`src/rtl/srv_pkg.sv`:
```
// Shared constants, result type and CRC32 byte update for the slot record validator.
package srv_pkg;

	localparam int HDR_BYTES = 20;
	localparam int TRL_BYTES = 4;
	localparam int MAGIC_END = 4;
	localparam int VER_POS   = 4;
	localparam int RSV_END   = 8;
	localparam int GEN_END   = 16;

	localparam logic [7:0]  VERSION_ONE = 8'h01;
	localparam logic [31:0] CRC_POLY    = 32'hEDB88320;
	localparam logic [31:0] CRC_INIT    = 32'hFFFFFFFF;

	localparam int OUT_W  = 104;
	localparam int IN_W   = 8;

	typedef logic [3:0] status_t;

	localparam status_t ST_OK       = 4'd0;
	localparam status_t ST_SHORT    = 4'd1;
	localparam status_t ST_MAGIC    = 4'd2;
	localparam status_t ST_VERSION  = 4'd3;
	localparam status_t ST_RESERVED = 4'd4;
	localparam status_t ST_ZERO_GEN = 4'd5;
	localparam status_t ST_LENGTH   = 4'd6;
	localparam status_t ST_CRC      = 4'd7;
	localparam status_t ST_TOO_LONG = 4'd8;

	typedef struct packed {
		logic [31:0] body_len;
		logic [63:0] generation;
		status_t     status;
		logic        record_valid;
	} result_t;

	// One byte of the reflected IEEE CRC32, bit by bit.
	function automatic logic [31:0] crc_byte(input logic [31:0] crc_in, input logic [7:0] b);
		logic [31:0] c;
		c = crc_in ^ {24'd0, b};
		for (int k = 0; k < 8; k++) begin
			c = (c >> 1) ^ (c[0] ? CRC_POLY : 32'd0);
		end
		return c;
	endfunction

endpackage

```
`src/rtl/srv_core.sv`:
```
// Per-record state of the validator: header capture, running CRC and final verdict.
module srv_core #(
	parameter int MAX_RECORD_BYTES = 4096
) (
	input  logic              clk,
	input  logic              arst_n,
	input  logic              step,
	input  logic [7:0]        data_byte,
	input  logic              last_byte,
	input  logic [31:0]       magic_word,
	output srv_pkg::result_t  result
);
	import srv_pkg::*;

	localparam int CNT_W = $clog2(MAX_RECORD_BYTES + 1);
	localparam logic [CNT_W-1:0] MAX_CNT = CNT_W'(MAX_RECORD_BYTES);

	logic [CNT_W-1:0] count_q, count_d;
	logic             too_long_q, too_long_d;
	logic [2:0]       hdr_err_q, hdr_err_d;
	logic [31:0]      crc_q, crc_d;
	logic [63:0]      gen_q, gen_d;
	logic [31:0]      len_q, len_d;
	logic [31:0]      trailer_q, trailer_d;

	logic [7:0]       magic_byte;
	logic [32:0]      len_sum;
	logic [31:0]      crc_final;
	status_t          status;

	always_comb begin
		unique case (count_q[1:0])
			2'd0: magic_byte = magic_word[31:24];
			2'd1: magic_byte = magic_word[23:16];
			2'd2: magic_byte = magic_word[15:8];
			default: magic_byte = magic_word[7:0];
		endcase
	end

	// State after absorbing the current byte.
	always_comb begin
		count_d    = count_q;
		too_long_d = too_long_q;
		hdr_err_d  = hdr_err_q;
		crc_d      = crc_q;
		gen_d      = gen_q;
		len_d      = len_q;
		trailer_d  = trailer_q;
		if (count_q >= MAX_CNT) begin
			too_long_d = 1'b1;
		end else begin
			if (count_q < CNT_W'(MAGIC_END)) begin
				if (data_byte != magic_byte && hdr_err_q == 3'd0) begin
					hdr_err_d = ST_MAGIC[2:0];
				end
			end else if (count_q == CNT_W'(VER_POS)) begin
				if (data_byte != VERSION_ONE && hdr_err_q == 3'd0) begin
					hdr_err_d = ST_VERSION[2:0];
				end
			end else if (count_q < CNT_W'(RSV_END)) begin
				if (data_byte != 8'd0 && hdr_err_q == 3'd0) begin
					hdr_err_d = ST_RESERVED[2:0];
				end
			end else if (count_q < CNT_W'(GEN_END)) begin
				gen_d = {gen_q[55:0], data_byte};
			end else if (count_q < CNT_W'(HDR_BYTES)) begin
				len_d = {len_q[23:0], data_byte};
			end
			// The four newest bytes are held back as a candidate trailer.
			if (count_q >= CNT_W'(TRL_BYTES)) begin
				crc_d = crc_byte(crc_q, trailer_q[31:24]);
			end
			trailer_d = {trailer_q[23:0], data_byte};
			count_d   = count_q + CNT_W'(1);
		end
	end

	assign len_sum   = {1'b0, len_d} + 33'(HDR_BYTES + TRL_BYTES);
	assign crc_final = ~crc_d;

	always_comb begin
		priority if (too_long_d) begin
			status = ST_TOO_LONG;
		end else if (count_d < CNT_W'(HDR_BYTES + TRL_BYTES)) begin
			status = ST_SHORT;
		end else if (hdr_err_d != 3'd0) begin
			status = {1'b0, hdr_err_d};
		end else if (gen_d == 64'd0) begin
			status = ST_ZERO_GEN;
		end else if (len_sum != 33'(count_d)) begin
			status = ST_LENGTH;
		end else if (crc_final != trailer_d) begin
			status = ST_CRC;
		end else begin
			status = ST_OK;
		end
	end

	always_comb begin
		result.status       = status;
		result.record_valid = (status == ST_OK);
		result.generation   = (status == ST_OK) ? gen_d : 64'd0;
		result.body_len     = (status == ST_OK) ? len_d : 32'd0;
	end

	always_ff @(posedge clk or negedge arst_n) begin
		if (!arst_n) begin
			count_q    <= '0;
			too_long_q <= 1'b0;
			hdr_err_q  <= 3'd0;
			crc_q      <= CRC_INIT;
			gen_q      <= 64'd0;
			len_q      <= 32'd0;
			trailer_q  <= 32'd0;
		end else if (step) begin
			if (last_byte) begin
				count_q    <= '0;
				too_long_q <= 1'b0;
				hdr_err_q  <= 3'd0;
				crc_q      <= CRC_INIT;
				gen_q      <= 64'd0;
				len_q      <= 32'd0;
				trailer_q  <= 32'd0;
			end else begin
				count_q    <= count_d;
				too_long_q <= too_long_d;
				hdr_err_q  <= hdr_err_d;
				crc_q      <= crc_d;
				gen_q      <= gen_d;
				len_q      <= len_d;
				trailer_q  <= trailer_d;
			end
		end
	end

endmodule

```
`src/rtl/slot_record_validator.sv`:
```
// Top level of the slot record validator: input stage, record checker and result register.
// Path: a final byte waits in the input stage until the checker absorbs it, and its verdict is
// registered in the result register as that byte is absorbed, then offered on the verdict stream.
// Throughput: one byte per cycle, set by the CRC byte update; a final byte waits in
// the input stage while the result register still holds a verdict that has not been taken.
// Reset: arst_n clears all record state, the magic register and both valid flags at once.
module slot_record_validator #(
	parameter int MAX_RECORD_BYTES = 4096
) (
	input  logic                     clk,
	input  logic                     arst_n,
	// Magic word register write port.
	input  logic                     cfg_we,
	input  logic [31:0]              cfg_wdata,
	// Record byte stream.
	input  logic                     s_axis_tvalid,
	output logic                     s_axis_tready,
	input  logic [srv_pkg::IN_W-1:0] s_axis_tdata,   // [7:0] data_byte
	input  logic                     s_axis_tlast,   // last_byte
	// Verdict stream, one transaction per record.
	output logic                     m_axis_tvalid,
	input  logic                     m_axis_tready,
	output logic [srv_pkg::OUT_W-1:0] m_axis_tdata   // [0] record_valid, [4:1] status,
	                                                 // [68:5] generation, [100:69] body_len,
	                                                 // [103:101] zero
);
	import srv_pkg::*;

	logic [31:0] magic_word_q;
	logic        valid_s1;
	logic [7:0]  data_s1;
	logic        last_s1;
	logic        out_valid_q;
	result_t     out_q;
	result_t     result;
	logic        out_free;
	logic        advance;

	// The magic register is written whenever the enable is high; no handshake.
	always_ff @(posedge clk or negedge arst_n) begin
		if (!arst_n) begin
			magic_word_q <= 32'd0;
		end else if (cfg_we) begin
			magic_word_q <= cfg_wdata;
		end
	end

	// The output slot can take a verdict if it is empty or being drained this cycle.
	assign out_free = !out_valid_q || m_axis_tready;

	// Only a final byte needs room in the output slot; all other bytes move on at once.
	assign advance       = valid_s1 && (!last_s1 || out_free);
	assign s_axis_tready = !valid_s1 || advance;

	// Input stage: holds one accepted byte until the checker absorbs it.
	always_ff @(posedge clk or negedge arst_n) begin
		if (!arst_n) begin
			valid_s1 <= 1'b0;
		end else if (s_axis_tready) begin
			valid_s1 <= s_axis_tvalid;
		end
	end

	always_ff @(posedge clk) begin
		if (s_axis_tready && s_axis_tvalid) begin
			data_s1 <= s_axis_tdata[7:0];
			last_s1 <= s_axis_tlast;
		end
	end

	srv_core #(
		.MAX_RECORD_BYTES(MAX_RECORD_BYTES)
	) u_core (
		.clk        (clk),
		.arst_n     (arst_n),
		.step       (advance),
		.data_byte  (data_s1),
		.last_byte  (last_s1),
		.magic_word (magic_word_q),
		.result     (result)
	);

	// Result register: loaded by the final byte of a record, emptied when taken.
	always_ff @(posedge clk or negedge arst_n) begin
		if (!arst_n) begin
			out_valid_q <= 1'b0;
		end else if (advance && last_s1) begin
			out_valid_q <= 1'b1;
		end else if (m_axis_tready) begin
			out_valid_q <= 1'b0;
		end
	end

	always_ff @(posedge clk) begin
		if (advance && last_s1) begin
			out_q <= result;
		end
	end

	assign m_axis_tvalid = out_valid_q;
	assign m_axis_tdata  = {3'b000, out_q};

	// A verdict is valid exactly when its status says the record passed.
	a_valid_matches_status: assert property (@(posedge clk) disable iff (!arst_n)
		out_valid_q |-> (out_q.record_valid == (out_q.status == ST_OK)))
		else $error("record_valid disagrees with status");

	// A rejected record never exposes header fields.
	a_reject_clears_fields: assert property (@(posedge clk) disable iff (!arst_n)
		(out_valid_q && !out_q.record_valid) |->
		(out_q.generation == 64'd0 && out_q.body_len == 32'd0))
		else $error("rejected record carries header fields");

	// A byte that is not the final one never waits in the input stage.
	a_mid_byte_no_stall: assert property (@(posedge clk) disable iff (!arst_n)
		(valid_s1 && !last_s1) |-> advance)
		else $error("mid-record byte stalled");

	// Status codes stay within the defined set.
	a_status_range: assert property (@(posedge clk) disable iff (!arst_n)
		out_valid_q |-> (out_q.status <= ST_TOO_LONG))
		else $error("status code out of range");

endmodule
```
`config.mk`:
```
export PLATFORM = sky130hd
export DESIGN_NAME = slot_record_validator
export DESIGN_NICKNAME = d
export VERILOG_FILES = /design/src/rtl/srv_pkg.sv /design/src/rtl/srv_core.sv /design/src/rtl/slot_record_validator.sv
export SDC_FILE = /design/constraint.sdc
export NUM_CORES = 1
export LEC_CHECK = 0
export ABC_AREA = 1
export ABC_CLOCK_PERIOD_IN_PS = 11300
export BUFFER_PORTS_ARGS = -buffer_cell sky130_fd_sc_hd__buf_2
export CORE_MARGIN = 1.5
export CORE_UTILIZATION = 55
export DETAILED_ROUTE_END_ITERATION = 8
export PLACE_DENSITY = 0.74
export SLEW_MARGIN = 20
export SYNTH_ARGS = -nofsm -noshare
export SYNTH_HDL_FRONTEND = slang
export SYNTH_SLANG_ARGS = --single-unit
export TNS_END_PERCENT = 10
```
`constraint.sdc`:
```
create_clock -name clk -period 11.3 [get_ports clk]
set_input_delay 0.565 -clock clk [delete_from_list [all_inputs] [get_ports clk]]
set_output_delay 0.565 -clock clk [all_outputs]
set_load 0.1 [all_outputs]
```
# Yosys cells after proc, flatten, opt, wreduce, memory -nomap -nowiden
# Cells that the tools add are included.
# W data, S select, Z words.
[totals] rom_bits=0 mem_count=0 out_inout_bits=106 ramBits=0 input_bits=46 wordCells=108 ff_bits=321 latch_bits=0
[classes] n_div=0 mul=0 shift=0 n_reduce_logical=19 n_addsub=2 bitwise_logic=10 muxes=47 order_cmp=7 n_eq_ne=7
[ops] cell="$mux W32" n=20
[ops] cell="$mux W64" n=6
[ops] cell="$xor A31 B32 Y32" n=8
[ops] cell="$logic_not A64 Y1" n=1
[ops] cell="$lt A13 B5 Y1 const B" n=3
[ops] cell="$add A32 B5 Y33 const B" n=1
[ops] cell="$ne A33 B13 Y1" n=1
[ops] cell="$ne A32 B32 Y1" n=1
[ops] cell="$not A32 Y32" n=1
[ops] cell="$xor A32 B8 Y32" n=1
[ops] cell="$mux W3" n=9
[ops] cell="$mux W13" n=2
[ops] cell="$pmux W8 S3" n=1
[ops] cell="$mux W4" n=5
[ops] cell="$add A13 B1 Y13 const B" n=1
[ops] cell="$eq A13 B3 Y1 const B" n=1
[ops] cell="$ge A13 B13 Y1 const B" n=1
[ops] cell="$ge A13 B3 Y1 const B" n=1
[ops] cell="$lt A13 B3 Y1 const B" n=1
[ops] cell="$lt A13 B4 Y1 const B" n=1
[ops] cell="$ne A8 B1 Y1 const B" n=1
[ops] cell="$ne A8 B8 Y1" n=1
[ops] cell="$reduce_bool A8 Y1" n=1
[ops] cell="$logic_and A1 B1 Y1" n=6
[ops] cell="other kinds (10)" n=17

# Longest topological paths before layout
# Gate-level depths: netlist (run 1).
[depth] depth_word=28 depth_mapped=29 mapped_depth_nobuf=26

# By module
# A second synthesis (run 1) with hierarchy kept.
[unflattened] cells_unflattened=2212 hier_area_um2=17707.0
[modules_own_cells] module="srv_core" cells_each=1948 seq_area_each_um2=4469.3 n_inst=1 area_per_inst_um2=12859.8
[modules_own_cells] module="slot_record_validator" cells_each=264 seq_area_each_um2=4154.0 n_inst=1 area_per_inst_um2=4847.1

# Worst setup path before layout (run 1)
# OpenSTA, ideal clock, no wires.
[synth_timing] path_type="register to register" start="register out_valid_q (netlist: m_axis_tvalid)" end="register out_q, in the netlist m_axis_tdata[0] (enable)" path_slack_ns=7.287 setup_ns=0.457 t_arrival_ns=3.557 n_path_buf=1 period_less_slack_ns=4.013 required_time_ns=10.843 stages_incl_launch_ff=7 cell_sequence="dfrtp_1 -> nand3_1 -> nand2_1 -> inv_1 -> clkbuf_1 -> nand2_1 -> inv_1"
[synth_via] elab_chain_len=5
[synth_rtl] element="from (decl)" line_no="slot_record_validator.sv:33" text="logic out_valid_q;"
[synth_rtl] element="from (signal assigned)" line_no="slot_record_validator.sv:86" text="out_valid_q <= 1'b0;"
[synth_rtl] element="from (signal assigned)" line_no="slot_record_validator.sv:88" text="out_valid_q <= 1'b1;"
[synth_rtl] element="from (signal assigned)" line_no="slot_record_validator.sv:90" text="out_valid_q <= 1'b0;"
[synth_rtl] element="$logic_not A1 Y1" line_no="slot_record_validator.sv:49" text="assign out_free = !out_valid_q || m_axis_tready;"
[synth_rtl] element="$logic_or A1 B1 Y1" line_no="slot_record_validator.sv:49"
[synth_rtl] element="$logic_or A1 B1 Y1" line_no="slot_record_validator.sv:52" text="assign advance = valid_s1 && (!last_s1 || out_free);"
[synth_rtl] element="$logic_and A1 B1 Y1" line_no="slot_record_validator.sv:52"
[synth_rtl] element="$logic_and A1 B1 Y1" line_no="slot_record_validator.sv:95" text="if (advance && last_s1) begin"
[synth_rtl] element="to (signal assigned)" line_no="slot_record_validator.sv:96" text="out_q <= result;"
[synth_rtl] element="to (decl)" line_no="slot_record_validator.sv:34" text="result_t out_q;"
# Every way passes these cells.
# A chain may end at the register's enable or synchronous reset.

# Worst setup path in the final report (run 1)
[layout_timing] start="register u_core.count_q[12]" end="register out_q, in the netlist m_axis_tdata[43], data pin"
[layout_via] elab_chain_len=15 word_cells_on_any_way=42 classes_between="add/sub (2); order compare (7); eq/ne (3); mux (26); bitwise (1); reduce/logical (3)"
[layout_rtl] element="from (decl)" line_no="srv_core.sv:18" text="logic [CNT_W-1:0] count_q, count_d;"
[layout_rtl] element="from (signal assigned)" line_no="srv_core.sv:125" text="count_q <= count_d;"
[layout_rtl] element="$lt A13 B5 Y1" line_no="srv_core.sv:66" text="end else if (count_q < CNT_W'(HDR_BYTES)) begin"
[layout_rtl] element="$mux W32" line_no="srv_core.sv:66"
[layout_rtl] element="$mux W32" line_no="srv_core.sv:64" text="end else if (count_q < CNT_W'(GEN_END)) begin"
[layout_rtl] element="$mux W32" line_no="srv_core.sv:60" text="end else if (count_q < CNT_W'(RSV_END)) begin"
[layout_rtl] element="$mux W32" line_no="srv_core.sv:56" text="end else if (count_q == CNT_W'(VER_POS)) begin"
[layout_rtl] element="$mux W32" line_no="srv_core.sv:52" text="if (count_q < CNT_W'(MAGIC_END)) begin"
[layout_rtl] element="$mux W32" line_no="srv_core.sv:49" text="if (count_q >= MAX_CNT) begin"
[layout_rtl] element="$add A32 B5 Y33" line_no="srv_core.sv:78" text="assign len_sum = {1'b0, len_d} + 33'(HDR_BYTES + TRL_BYTES);"
[layout_rtl] element="$ne A33 B13 Y1" line_no="srv_core.sv:90" text="end else if (len_sum != 33'(count_d)) begin"
[layout_rtl] element="$mux W4" line_no="srv_core.sv:90"
[layout_rtl] element="$mux W4" line_no="srv_core.sv:88" text="end else if (gen_d == 64'd0) begin"
[layout_rtl] element="$mux W4" line_no="srv_core.sv:86" text="end else if (hdr_err_d != 3'd0) begin"
[layout_rtl] element="$mux W4" line_no="srv_core.sv:84" text="end else if (count_d < CNT_W'(HDR_BYTES + TRL_BYTES)) begin"
[layout_rtl] element="$mux W4" line_no="srv_core.sv:82" text="priority if (too_long_d) begin"
[layout_rtl] element="$logic_not A4 Y1" line_no="srv_core.sv:102" text="result.generation = (status == ST_OK) ? gen_d : 64'd0;"
# Several ways; a longest one is shown, not always the timed one.

==> results of run 1 <==
-- cells by family (layout without fill, tap and decap cells) --
family / count (synthesis) / after routing / share of synthesized area (%)
adders and majority gates: 6 / 6 / 0.4260
xor gates and xnor gates: 55 / 55 / 2.734
DFF: 321 / 321 / 48.94
and+or+nand+nor: 1040 / 1040 / 24.89
buffers and inverters: 467 / 594 / 10.57
other: 1 / 22 / 0.02128
muxes: 16 / 16 / 1.022
AOI/OAI and AO/OA: 348 / 348 / 11.40
-- power by group --
part | switching [mW] | internal [mW] | total (mW)
Sequential | 0.0505 | 1.29 | 1.34
Combinational | 0.659 | 0.237 | 0.896
Clock | 0.464 | 0.635 | 1.10
-- sequential cells by signal (all words and copies together) (netlist names) --
name,flops
m_axis_tdata,101
u_core.gen_q,64
magic_word_q,32
u_core.crc_q,32
u_core.len_q,32
u_core.trailer_q,32
u_core.count_q,13
data_s1,8
u_core.hdr_err_q,3
last_s1,1
m_axis_tvalid,1
u_core.too_long_q,1
valid_s1,1
-- placed cells by master (no fill, tap or decap), drive strengths merged, types with 3 or more instances in the layout --
cell    synthesis  layout
a211oi          3       3
a21oi          13      13
a22o            3       3
a22oi           5       5
buf            36     157
clkbuf         59      54
clkinv          2      10
conb            1      22
dfrtp         179     179
dfstp          32      32
edfxtp        110     110
ha              6       6
inv           370     371
mux2           16      16
nand2         655     655
nand3         143     143
nand4          17      17
nor2          192     192
nor3           10      10
nor4           16      16
o21ai         188     188
o221ai          8       8
o22ai         124     124
xnor2           5       5
xor2           50      50
-- metrics by stage --
step | setup slack (ps) | power, mW | utilization (%) | std cells
finish | 5892 | 3.338 | 62.49 | 2804
global route | 5466 | 3.511 | 62.49 | 2804
CTS | 5415 | 3.348 | 62.34 | 2802
detailed placement | 5412 | 2.249 | 58.87 | 2738
global placement | 5663 | 2.231 | 58.87 | 2738
floorplan | 7287 | 2.019 | - | 2275
-- layer usage --
| metal | GRT usage (%) | vias up | part of all wire, % |
|---|---|---|---|
| met5 | 0 | - | 0 |
| met1 | 39.18 | 7362 | 43 |
| met3 | 3.189 | 101 | 5.7 |
| met4 | 9.289 | 0 | 3.1 |
| li1 | - | 7470 | - |
| met2 | 48.58 | 548 | 48 |
-- worst max-delay path, cell delays in order, from the launching register on --
cell and delay (ps):
dfrtp_4 730, nor2_1 190, nand2_1 100, nor2_4 520, nand2_4 460, o21ai_1 350, inv_1 150, ha_1 240
inv_1 90, nand3_2 130, nor2_2 140, nand2_1 130, nor2_2 140, nor2_1 50, nor2_1 90, nand2_1 50
nor2_1 100, nand3_1 90, nor2_2 190, nand4_1 130, a21oi_2 230, nand3_4 400, buf_16 370, nor2_1 140
-- cell type report --
class | count | area, um^2
clock buffer | 53 | 994.7
clock inverter | 11 | 100.1
fill | 2827 | 11840
inverter | 372 | 1404
multi-input combinational | 1487 | 7234
sequential | 321 | 8627
tap | 402 | 503.0
timing repair buffer | 158 | 857.1
-- worst paths after layout --
check	to	slack (ps)
worst max-delay path	m_axis_tdata[43]	5890
worst min-delay path	u_core.gen_q[50]	60
worst max register to register	m_axis_tdata[43]	5890
worst min register to register	u_core.len_q[31]	480
max in group asynchronous	u_core.count_q[12]	9790
min in group clk	data_s1[7]	220
==> metrics.yaml, run 1 <==
outcome: "completed"
diodes: 0
synth-edff-count: 110
wl_mm: 47.27
die_y_um: 182.0
antenna_found_initial: 0
postCtsResizedCells: 0
dpl_cell_area_um2: 18580
initial_core_util_pct: 55.84
netlist_top_cells_area: "dfrtp_1, edfxtp_1, nand2_1"
power.leakage_nw: 8.637
min_period_over_period_pct: 47.86
yosysTopAreaCellShare_pct: 25.42
ir_drop_v: 0.0001483
yosysSeqAreaShare_pct: 48.93
htree_levels: 2
vias_per_cell: 5.521
yosysUniqueCellTypes: 46
cp.required_ps: 11680
globalplace.congestion: 0.9528
clock_skew_ps: 29.75
synth_ff_type: "dfrtp_1"
cp_max_fo: 72
row_count: 65
clock.fmax_mhz: 184.9
cts_num_sinks: 321
clk_pin_slew_ps: 60
drc: 0
clock_path_buffers: 3
port_buffers: 148
slew_viol_final: 0
syn2layout_area_growth_pct: 11.91
cts_inserted_buffers: 35
grt_overflow: 0
relSlewSlack_pct: 26.96
post_drt_wl_per_cell_um: 16.86
hold_viol_final: 0
crit_start: "u_core.count_q[12]"
synth_top_area_cell: "dfrtp_1"
endpoint_kind: "register"
die_x_um: 182.0
drt-initial-drc-count: 1312
ys_seq_elements: 321
hold_path_class: "in2async"
maxCapViolations: 0
syn_inst: 2254
core-area_um2: 31560
cts_setup_buffers: 0
track_usage_pct: 28.82
cts_tree: "built"
vias: 15481
min_period_ps: 5408
synthArstFlopShare_pct: 65.73
grt_setup_unrepaired: "false"
yosysMostFrequentCell: "nand2_1"
grt_max_degree: 129
reg2reg_from: "u_core.count_q[12]"
ant_nets: 0
dr.pass1.iters: 5
reg2reg_depth: 23
grt_pass1_wl_mm: 76.38
ys_warn_count: 0
clock_latency_ps: 530
power_density_nw_per_um2: 169.3
syn_area_um2: 17620
setup-tns-final_ps: 0
postLayoutCellArea_um2: 19720
setup_violations: 0
worstSetupPathType: "reg2reg"
grt_pass1_vias: 14802
worst_hold_slack_ps: 64.80
synth.avg_cell_area_um2: 7.818
clock-root-buffer: "clkbuf_16"
dp_hpwl_mm: 33.06
synthTopCellsByCount: "nand2_1, inv_1, dfrtp_1"
cp.arrival_ps: 5790
tightest_slew_ps: 1096
drive_gt1_share_pct: 13.32
ctsHoldBuffers: 0
final_nets: 2427
worstSetupStartpointType: "register"
ios: 152
die_area_um2: 33120
Power figures use the tool's default switching activity.
==> run 2: changes to the inputs <==
--- a/config.mk
+++ b/config.mk
@@ -6,7 +6,7 @@
 export NUM_CORES = 1
 export LEC_CHECK = 0
 export ABC_AREA = 1
-export ABC_CLOCK_PERIOD_IN_PS = 11300
+export ABC_CLOCK_PERIOD_IN_PS = 5250
 export BUFFER_PORTS_ARGS = -buffer_cell sky130_fd_sc_hd__buf_2
 export CORE_MARGIN = 1.5
 export CORE_UTILIZATION = 55
==> constraint.sdc (replaced) <==
create_clock -name clk -period 5.25 [get_ports clk]
set_input_delay 0.2625 -clock clk [delete_from_list [all_inputs] [get_ports clk]]
set_output_delay 0.2625 -clock clk [all_outputs]
set_load 0.1 [all_outputs]
==> metrics.yaml, run 2 (synthesized netlist as in run 1, its figures left out) <==
drc: 0  # unchanged
post_drt_wl_per_cell_um: 17.37  # was 16.86 um
die_y_um: 182.0  # unchanged
layout_commonest_cell: "nand2_1"  # unchanged
hold_viol_final: 0  # unchanged
cpMostUsedCell: "nor2_1"  # unchanged
crit_start: "u_core.count_q[9]"  # was u_core.count_q[12]
grt_max_degree: 155  # was 129
top_layer: "met4"  # unchanged
syn2layout_area_growth_pct: 15.72  # was 11.91%
hold_path_class: "in2reg"  # was in2async
outcome: "completed"  # unchanged
drive_gt1_share_pct: 13.69  # was 13.32%
antenna_found_initial: 1  # was 0
cts_inserted_buffers: 36  # was 35
dp_hpwl_mm: 33.61  # was 33.06 mm
power.leakage_nw: 8.933  # was 8.637 nW
clock.fmax_mhz: 221.9  # was 184.9 MHz
power_switching_mw: 2.631  # was 1.173 mW
tightest_slew_ps: 1076  # was 1096 ps
relSlewSlack_pct: 28.27  # was 26.96%
wl_mm: 49.61  # was 47.27 mm
track_usage_pct: 30.18  # was 28.82%
clock-root-buffer: "clkbuf_16"  # unchanged
min_period_ps: 4506  # was 5408 ps
cp_max_fo: 44  # was 72
r2r_slack_ps: 740  # was 5890 ps
dpl.cell_count: 2747  # was 2738
p_sw_share_pct: 34.67  # was 35.13%
cts_tree: "built"  # unchanged
crit_chain: "nor2_1 > nand2_1 > nor2_4 > nand2_4 > o21ai_1 > inv_1 > ha_1 > inv_1 > nand3_2 > nor2_2 > nand2_1 > nor2_2 > nor2_1 > nor2_1 > nand2_1 > nor2_1 > nand3_1 > nor2_2 > nand3_1 > nand2_1 > a21oi_1 > nand3_4 > buf_4 > nor2_1"  # was nor2_1 > nand2_1 > nor2_4 > nand2_4 > o21ai_1 > inv_1 > ha_1 > inv_1 > nand3_2 > nor2_2 > nand2_1 > nor2_2 > nor2_1 > nor2_1 > nand2_1 > nor2_1 > nand3_1 > nor2_2 > nand4_1 > a21oi_2 > nand3_4 > buf_16 > nor2_1
clock_latency_ps: 560  # was 530 ps
drt-initial-drc-count: 1375  # was 1312
largest_reg_flops: 101  # unchanged
core-area_um2: 31560  # unchanged
ant_nets: 0  # unchanged
worstSetupPathType: "reg2reg"  # unchanged
port_buffers: 148  # unchanged
clock_skew_ps: 32.06  # was 29.75 ps
globalplace.congestion: 0.9155  # was 0.9528
setup-tns-final_ps: 0  # unchanged
slowest_delay_ps: 540  # was 730 ps
ios: 152  # unchanged
fin_cells: 2857  # was 2804
wl_met3_mm: 3.020  # was 2.697 mm
clk_pin_slew_ps: 60  # about the same
met1Wirelength_mm: 20.68  # was 20.31 mm
p_int_mw: 4.959  # was 2.166 mW
vias_per_cell: 5.533  # was 5.521
power.share.combinational_pct: 25.8  # was 26.8%
fill_cells: 2669  # was 2827
r2r_end: "m_axis_tdata[39]"  # was m_axis_tdata[43]
cts_num_sinks: 321  # unchanged
hp-start: "m_axis_tready"
setup_violations: 0  # unchanged
final_nets: 2478  # was 2427
worstSetupStartpointType: "register"  # unchanged
initial_core_util_pct: 55.84  # unchanged
reg2reg_depth: 24  # was 23
cpMaxStageDelayCell: "buf_4"  # was dfrtp_4
endpoint_kind: "register"  # unchanged
cp.required_ps: 5520  # was 11680 ps
htree_levels: 2  # unchanged
slew_viol_final: 0  # unchanged
grt_overflow: 0  # unchanged
maxCapViolations: 0  # unchanged
grt_pass1_wl_mm: 79.09  # was 76.38 mm
power_density_nw_per_um2: 372.2  # was 169.3 nW/um^2
die_x_um: 182.0  # unchanged
min_period_over_period_pct: 85.83  # was 47.86%
hold_end: "m_axis_tvalid"
p_clk_share_pct: 36.1  # was 32.9%
worstHoldPathCells: 4
clock_path_buffers: 3  # unchanged
layout_common_cells: "nand2_1, inv_1, dfrtp_1"  # unchanged
cp.arrival_ps: 4780  # was 5790 ps
grt_pass1_vias: 15099  # was 14802
postCtsResizedCells: 0  # unchanged
wl_met2_mm: 24.01  # was 22.81 mm
reg2reg_from: "u_core.count_q[9]"  # was u_core.count_q[12]
row_count: 65  # unchanged
ir_drop_v: 0.0003583  # was 0.0001483 V
dr.pass1.iters: 5  # unchanged
seqPwrFrac_pct: 38.1  # was 40.2%
vias: 15809  # was 15481
grt_setup_unrepaired: "false"  # unchanged
die_area_um2: 33120  # unchanged
[run 2: power groups by stage]
stage                     logic, mW  clock network [mW]  registers, mW
after floorplan                1.18                   0           3.16
after global placement         1.86                   0           2.92
after detailed placement       1.90                   0           2.93
after CTS                      1.94                2.76           2.89
after global routing           2.16                2.87           2.90
final                          1.96                2.74           2.89
[run 2: critical path: cells and delay by family (launching register included)]
| family | cells | cell delay (ps) |
|---|---|---|
| simple gates | 18 | 2420 |
| fa+ha+maj | 1 | 240 |
| flops | 1 | 400 |
| buf+inv | 3 | 760 |
| compound gates | 2 | 360 |
[run 2: per-layer routing]
layer	vias up	GRT usage, %
li1	7586	-
met1	7473	39.43
met2	616	51.26
met3	134	3.389
met4	0	12.76
met5	-	0
[run 2: how the worst max path moves through the flow]
stage | endpoint | slack, ps | cells after the start
after floorplan | m_axis_tdata[0] | 1240 | 6
after global placement | m_axis_tdata[39] | 920 | 24
after detailed placement | m_axis_tdata[58] | 790 | 24
after CTS | m_axis_tdata[42] | 780 | 24
after global routing | m_axis_tdata[39] | 350 | 24
final | m_axis_tdata[39] | 740 | 24
[run 2: repair_timing]
action	in CTS	in global routing
hold buffers	43	0
setup buffers	0	0
endpoints found under the hold margin	134	0
[run 2: through the flow]
step	hold slack (ps)	setup WS, ps	cell area (um^2)	power, mW	utilization [%]
final	10.35	743.7	20390	7.590	64.62
after global routing	20.63	345.4	20390	7.931	64.62
after detailed placement	394.4	785.1	18660	4.831	59.12
after floorplan	-33.09	1237	17700	4.345	-
after global placement	398.8	920.8	18660	4.784	59.12
after CTS	12.42	783.5	20390	7.584	64.62
[run 2: layout make-up]
cell class	count	area (um^2)	share of cell area, %
antenna	1	2.502	0.01227
clock buffer	45	974.7	4.780
clock inverter	21	329.1	1.614
inverter	372	1404	6.884
multi-input combinational	1487	7234	35.48
sequential	321	8625	42.29
tap	402	503.0	2.467
timing repair buffer	208	1320	6.473
==> run 3: changes to the inputs <==
--- a/config.mk
+++ b/config.mk
@@ -8,7 +8,7 @@
 export ABC_AREA = 1
 export ABC_CLOCK_PERIOD_IN_PS = 5250
 export BUFFER_PORTS_ARGS = -buffer_cell sky130_fd_sc_hd__buf_2
-export CORE_MARGIN = 1.5
+export CORE_MARGIN = 3
 export CORE_UTILIZATION = 55
 export DETAILED_ROUTE_END_ITERATION = 8
 export PLACE_DENSITY = 0.74
==> metrics.yaml, run 3 (synthesized netlist as in run 1, its figures left out) <==
drive_gt1_share_pct: 13.60  # was 13.69%
ios: 152  # unchanged
largest_reg_flops: 101  # unchanged
seqPwrFrac_pct: 38.4  # was 38.1%
cts_inserted_buffers: 36  # unchanged
outcome: "completed"  # unchanged
clock_skew_ps: 30.12  # was 32.06 ps
clock_path_buffers: 3  # unchanged
power.share.combinational_pct: 26.3  # was 25.8%
power_switching_mw: 2.606  # was 2.631 mW
grt_pass1_vias: 15184  # was 15099
syn2layout_area_growth_pct: 15.59  # was 15.72%
min_period_over_period_pct: 84.89  # was 85.83%
tightest_slew_ps: 1106  # was 1076 ps
vias: 15796  # was 15809
globalplace.congestion: 0.9441  # was 0.9155
setup-tns-final_ps: 0  # unchanged
ir_drop_v: 0.0003415  # was 0.0003583 V
worstSetupStartpointType: "register"  # unchanged
slew_viol_final: 0  # unchanged
wl_mm: 49.52  # was 49.61 mm
port_buffers: 148  # unchanged
grt_setup_unrepaired: "false"  # unchanged
grt_pass1_wl_mm: 78.83  # was 79.09 mm
p_clk_share_pct: 35.3  # was 36.1%
maxCapViolations: 0  # unchanged
hold_viol_final: 0  # unchanged
clk_pin_slew_ps: 60  # about the same
clock.fmax_mhz: 224.4  # was 221.9 MHz
track_usage_pct: 28.78  # was 30.18%
die_area_um2: 34220  # was 33120 um^2
p_sw_share_pct: 34.65  # was 34.67%
power_density_nw_per_um2: 369.2  # was 372.2 nW/um^2
postCtsResizedCells: 0  # unchanged
cp.arrival_ps: 4840  # was 4780 ps
die_y_um: 185.0  # was 182.0 um
setup_violations: 0  # unchanged
clock-root-buffer: "clkbuf_16"  # unchanged
die_x_um: 185.0  # was 182.0 um
cp.required_ps: 5630  # was 5520 ps
grt_overflow: 0  # unchanged
layout_common_cells: "nand2_1, inv_1, dfrtp_1"  # unchanged
cts_tree: "built"  # unchanged
htree_levels: 2  # unchanged
vias_per_cell: 5.541  # was 5.533
clock_latency_ps: 550  # was 560 ps
power.leakage_nw: 8.927  # was 8.933 nW
postLayoutCellArea_um2: 20370  # was 20390 um^2
layout_commonest_cell: "nand2_1"  # unchanged
initial_core_util_pct: 56.72  # was 55.84%
drt-initial-drc-count: 1398  # was 1375
dpl_cell_area_um2: 18670  # was 18660 um^2
ctsHoldBuffers: 43  # unchanged
antenna_found_initial: 0  # was 1
cts_num_sinks: 321  # unchanged
post_drt_wl_per_cell_um: 17.37  # about the same
row_count: 64  # was 65
hold_path_class: "in2reg"  # unchanged
relSlewSlack_pct: 26.29  # was 28.27%
dr.pass1.iters: 5  # unchanged
grt_max_degree: 134  # was 155
endpoint_kind: "register"  # unchanged
cts_setup_buffers: 0  # unchanged
drc: 0  # unchanged
worstSetupPathType: "reg2reg"  # unchanged
ant_nets: 0  # unchanged
p_int_mw: 4.914  # was 4.959 mW
core-area_um2: 31070  # was 31560 um^2
cp_max_fo: 49  # was 44
diodes: 0  # was 1
final_nets: 2479  # was 2478
min_period_ps: 4457  # was 4506 ps
dp_hpwl_mm: 33.92  # was 33.61 mm
==> run 3: cell count changes in the layout (fill, tap and decap cells not counted), sizes merged <==
cell	previous run	this run
diode	1	0
bufinv	6	5
buf	164	165
inv	370	372
clkbuf	46	45
==> run 3: path summary, 6_finish.rpt <==
check	start	end	slack (ps)	cells past startpoint
setup / recovery	u_core.count_q[9]	m_axis_tdata[61]	790	23
hold / removal	m_axis_tready	m_axis_tvalid	30	4
setup reg to reg	u_core.count_q[9]	m_axis_tdata[61]	790	23
hold reg to reg	u_core.gen_q[57]	u_core.gen_q[57]	490	2
max in group asynchronous	arst_n	u_core.gen_q[42]	3750	3
min in group asynchronous	arst_n	u_core.trailer_q[29]	320	2
==> run 3: stage by stage <==
step           setup slack (ps)  hold WS [ps]  total power [mW]  instances  utilization (%)
6_report                  793.2         30.73             7.520       2851            65.56
5_1_grt                   375.1         50.09             7.873       2851            65.56
4_1_cts                   775.4         16.51             7.517       2851            65.56
3_5_place_dp              823.2         335.1             4.844       2742            60.08
3_3_place_gp               1023         334.6             4.802       2742            60.08
2_1_floorplan              1237        -33.09             4.345       2275                -
==> run 3: power groups by stage <==
stage / combinational (mW) / sequential (mW) / clock (mW)
after CTS: 1.95 / 2.88 / 2.68
after global routing: 2.18 / 2.90 / 2.79
after detailed placement: 1.91 / 2.93 / 0
final: 1.98 / 2.89 / 2.65
after global placement: 1.88 / 2.92 / 0
after floorplan: 1.18 / 3.16 / 0
==> run 3: critical path, stage by stage (launching register included) <==
cell and delay (ps):
dfrtp_1 390, nor2_1 190, nand2_1 130, nor2_4 240, nand2_4 240, o21ai_1 260, inv_1 130, ha_1 240
inv_1 90, nand3_2 130, nor2_2 140, nand2_1 130, nor2_2 150, nor2_1 60, nor2_1 90, nand2_1 50
nor2_1 80, nand3_1 130, nor2_2 200, nand4_1 130, a21oi_2 230, nand3_4 350, buf_12 340, nor2_1 140
==> run 3: metal layers <==
metal	global-route usage, %	vias up	wire length, um
li1	-	7576	-
met1	37.93	7419	20410
met2	48.95	657	23760
met3	3.142	144	3149
met4	11.67	0	2207
met5	0	-	0
==> run 3: cell type report <==
type                            instances  area [um^2]
Multi-Input combinational cell       1487         7234
Tap cell                              396        495.5
Clock buffer                           44        970.9
Inverter                              372         1404
Sequential cell                       321         8625
Fill cell                            2626        10700
Timing Repair Buffer                  209         1340
Clock inverter                         22        300.3
